==> src/sv/ssrl_merge.sv <==
// ----------------------------------------------------------------------------
// ssrl_merge
// Collects the lane results of one frame and holds them in the output
// register until the downstream side takes the transaction.
// ----------------------------------------------------------------------------
module ssrl_merge #(
	parameter int SB = 24,
	parameter int CH = 3
) (
	input  logic                  clk,
	input  logic                  arst_n,
	input  logic [CH-1:0]         lane_done,
	input  logic [CH*SB-1:0]      lane_data,
	output logic                  m_tvalid,
	input  logic                  m_tready,
	output logic [((CH*SB+7)/8)*8-1:0] m_tdata,
	output logic                  frame_done
);

	localparam int DATA_W = ((CH * SB + 7) / 8) * 8;

	logic [CH-1:0] got_q;
	logic all_in, load;
	logic valid_q, fdone_q;
	logic [DATA_W-1:0] data_q;

	// all lanes finished and the output slot is free or being emptied
	always_comb begin
		all_in = &(got_q | lane_done);
		load = all_in && (!valid_q || m_tready);
	end

	always_ff @(posedge clk or negedge arst_n) begin
		if (!arst_n) begin
			got_q <= '0;
			valid_q <= 1'b0;
			fdone_q <= 1'b0;
		end else begin
			fdone_q <= load;
			if (load) begin
				got_q <= '0;
				valid_q <= 1'b1;
			end else begin
				got_q <= got_q | lane_done;
				if (m_tready) valid_q <= 1'b0;
			end
		end
	end

	// output payload
	always_ff @(posedge clk) begin
		if (load) data_q <= DATA_W'(lane_data);
	end

	assign m_tvalid = valid_q;
	assign m_tdata = data_q;
	assign frame_done = fdone_q;

endmodule

==> config.mk <==
export PLATFORM = sky130hd
export DESIGN_NAME = ssrl_merge
export DESIGN_NICKNAME = d
export VERILOG_FILES = /design/src/sv/ssrl_merge.sv
export SDC_FILE = /design/constraint.sdc
export NUM_CORES = 1
export LEC_CHECK = 0
export ABC_CLOCK_PERIOD_IN_PS = 9950
export BUFFER_PORTS_ARGS = -buffer_cell sky130_fd_sc_hd__buf_2
export CAP_MARGIN = 5
export CELL_PAD_IN_SITES_DETAIL_PLACEMENT = 1
export CELL_PAD_IN_SITES_GLOBAL_PLACEMENT = 2
export CORE_UTILIZATION = 29
export CTS_CLUSTER_DIAMETER = 120
export DETAILED_ROUTE_END_ITERATION = 10
export GPL_TIMING_DRIVEN = 0
export MAX_ROUTING_LAYER = met4
export PLACE_DENSITY = 0.79
export SYNTH_ARGS = -nofsm -noshare
export SYNTH_HDL_FRONTEND = slang
export SYNTH_SLANG_ARGS = --single-unit
==> constraint.sdc <==
create_clock -name clk -period 9.95 [get_ports clk]
set_input_delay 0.995 -clock clk [delete_from_list [all_inputs] [get_ports clk]]
set_output_delay 0.995 -clock clk [all_outputs]
set_load 0.02 [all_outputs]
==> results.json <==
{
  "grt_util_all_layers_pct": 13.59,
  "crit_fanout": 13,
  "yosysSeqAreaShare_pct": 97.29,
  "grt_pass1_vias": 1672,
  "area_delta_synth_final_pct": 49.60,
  "synth_area_leaders": "edfxtp_1 (92%), dfrtp_1 (5.3%), o32a_1 (0.85%), o22ai_2 (0.53%), o22a_1 (0.37%)",
  "vias": 1491,
  "clock-skew-final_ns": 0.008616,
  "seqPwrFrac_pct": 48.1,
  "viasPerCell": 4.153,
  "nFillCells": 809,
  "core_area_um2": 7767,
  "fin_crit_sh_pct": 24.69,
  "rows": 32,
  "clockBufferDepth": 2,
  "p_switching_uw": 318.8,
  "syn_nets": 163,
  "final_nets": 330,
  "fp.dieH_um": 92.04,
  "final_util_pct": 45.28,
  "grt_max_degree": 15,
  "outcome": "complete, no violations",
  "layout_min_cycle_time_ns": 2.457,
  "cts.sinks": 77,
  "powerDensity_nw_per_um2": 287.4,
  "drt_iter0_drc": 45,
  "cts_setup_buffers": 0,
  "clock_latency_ns": 0.34,
  "setup_slack_ns": 7.493,
  "dp_hpwl_um": 4257,
  "root_buffer": "clkbuf_8",
  "p_leak_nw": 1.496,
  "place_congestion": 0.6415,
  "syn_area_um2": 2351,
  "cts_buffers": 9,
  "layout-drive-gt1-share_pct": 66.93,
  "wl_per_cell_um": 14.94,
  "pre_cts_slack_ns": 7.081,
  "power.switching_fraction_pct": 31.54,
  "worstPathRequired_ns": 10.00,
  "grt_setup_unrepaired": "false",
  "cts.repair.resized": 0,
  "routed_wl_um": 5365,
  "cts_tree": "yes",
  "cp_data_arrival_time_ns": 2.51,
  "worst_pin_slew_ns": 0.9749,
  "hp-class": "input pin to async pin",
  "overflow": 0,
  "final_cells": 359,
  "report.final.slew_viol_count": 0,
  "power_frac_clock_pct": 24.8,
  "ys_seq_elements": 77,
  "synth_top_area_share_pct": 91.96,
  "dp_cells": 343,
  "internal_power_uw": 692.0,
  "die_area_um2": 8471,
  "crit_type": "input pin to register",
  "max_slew_margin_pct": 34.65,
  "syn_inst": 85,
  "fmax_mhz": 407.0,
  "start_util_pct": 30.27,
  "cts.htree.levels": 3,
  "ant_nets": 0,
  "antenna_found_initial": 0,
  "firstDrtPassIters": 4,
  "finalSetupViolCount": 0,
  "dpl_cell_area_um2": 3303,
  "ios": 152,
  "num_antenna_cells": 0,
  "setup_tns_ns": 0,
  "synth_top_cell_by_area": "edfxtp_1",
  "die_w_um": 92.04,
  "combPwrFrac_pct": 27.1,
  "clk_pin_slew_ns": 0.07,
  "syn_avg_cell_area_um2": 27.66,
  "cts_hold_buf": 0,
  "drv_cap": 0,
  "io_buffer_count": 151,
  "ys_warn_count": 0,
  "vdd_drop_max_mv": 0.1148,
  "drc_errors": 0,
  "grt_pass1_wl_um": 7900,
  "cp-end-kind": "register",
  "design_area_um2": 3517,
  "netlist-cell-type-count": 9,
  "final_hold_viol_count": 0,
  "start_kind": "input pin"
}
[Yosys cell counts]
| master | instances |
|---|---|
| nor2_1 | 1 |
| o21bai_1 | 1 |
| dfrtp_1 | 5 |
| edfxtp_1 | 72 |
| o22ai_2 | 1 |
| o32a_1 | 2 |
| nor3_1 | 1 |
| nor2b_1 | 1 |
| o22a_1 | 1 |
[kinds of logic after synthesis]
kind of cell / count (synthesis) / synth area share (%)
flops: 77 / 97.29
compound gates: 5 / 2.076
simple gates: 3 / 0.6385
[path summary, 6_finish.rpt]
| check | to | start | slack, ns | depth (start not counted) |
|---|---|---|---|---|
| worst min register to register | got_q[2]$_DFF_PN0_ | got_q[2]$_DFF_PN0_ | 0.51 | 1 |
| worst min-delay path | got_q[1]$_DFF_PN0_ | arst_n | 0.46 | 1 |
| worst max-delay path | m_tdata[55]$_DFFE_PP_ | lane_done[0] | 7.49 | 5 |
| min in group clk | got_q[2]$_DFF_PN0_ | got_q[2]$_DFF_PN0_ | 0.51 | 1 |
| worst max register to register | m_tdata[55]$_DFFE_PP_ | m_tvalid$_DFFE_PN0P_ | 7.84 | 4 |
| max in group asynchronous | m_tvalid$_DFFE_PN0P_ | arst_n | 9.36 | 1 |
[power groups by stage]
| stage | sequential (mW) | clock, mW | combinational, mW |
|---|---|---|---|
| 2_1_floorplan | 0.613 | 0 | 0.0479 |
| 5_1_grt | 0.495 | 0.272 | 0.292 |
| 3_5_place_dp | 0.495 | 0 | 0.278 |
| 6_report | 0.486 | 0.251 | 0.274 |
| 3_3_place_gp | 0.515 | 0 | 0.248 |
| 4_1_cts | 0.488 | 0.260 | 0.279 |
[final cells by class]
cell class / count / area (µm²) / share of cell area, %
Clock inverter: 7 / 90.09 / 2.561
Multi-Input combinational cell: 8 / 68.82 / 1.957
Clock buffer: 9 / 123.9 / 3.522
Tap cell: 102 / 127.6 / 3.629
Timing Repair Buffer: 156 / 819.5 / 23.30
Sequential cell: 77 / 2287 / 65.03
[critical path, cell delays in order]
cell and delay (ns):
buf_2 0.10, o22ai_2 0.12, nor3_2 0.82, buf_6 0.28
buf_6 0.18
[flip-flops by register name, summed over array words and instances, names as in the netlist]
name and count:
m_tdata 72, got_q 3, m_tvalid 1, frame_done 1
[per-stage QoR]
stage	total power [mW]	hold WS (ns)
floorplan	0.6609	0.4722
global placement	0.7628	0.4820
finish	1.011	0.4568
detailed placement	0.7732	0.5067
global route	1.060	0.4358
CTS	1.027	0.4407
[metal layers]
layer | wire length [µm] | track usage (%) | up-vias | part of all wire, %
met5 | 0 | - | - | 0
met4 | 121 | 7.031 | 0 | 2.3
met3 | 590 | 6.799 | 12 | 11
met2 | 2638 | 21.46 | 103 | 49
met1 | 2014 | 13.90 | 697 | 38
li1 | - | - | 679 | -
[cell usage in the layout, fill, tap and decap left out]
| cell | n |
|---|---|
| nor2_1 | 1 |
| bufinv_16 | 2 |
| clkinv_4 | 2 |
| buf_6 | 3 |
| o22ai_2 | 1 |
| edfxtp_1 | 72 |
| dfrtp_1 | 5 |
| o22a_1 | 1 |
| o32a_1 | 2 |
| nor2b_1 | 1 |
| buf_8 | 2 |
| nor3_2 | 1 |
| clkinv_2 | 1 |
| o21bai_1 | 1 |
| clkinv_1 | 2 |
| buf_2 | 151 |
| clkbuf_8 | 9 |
No activity file was read; power rests on OpenSTA's default activity.
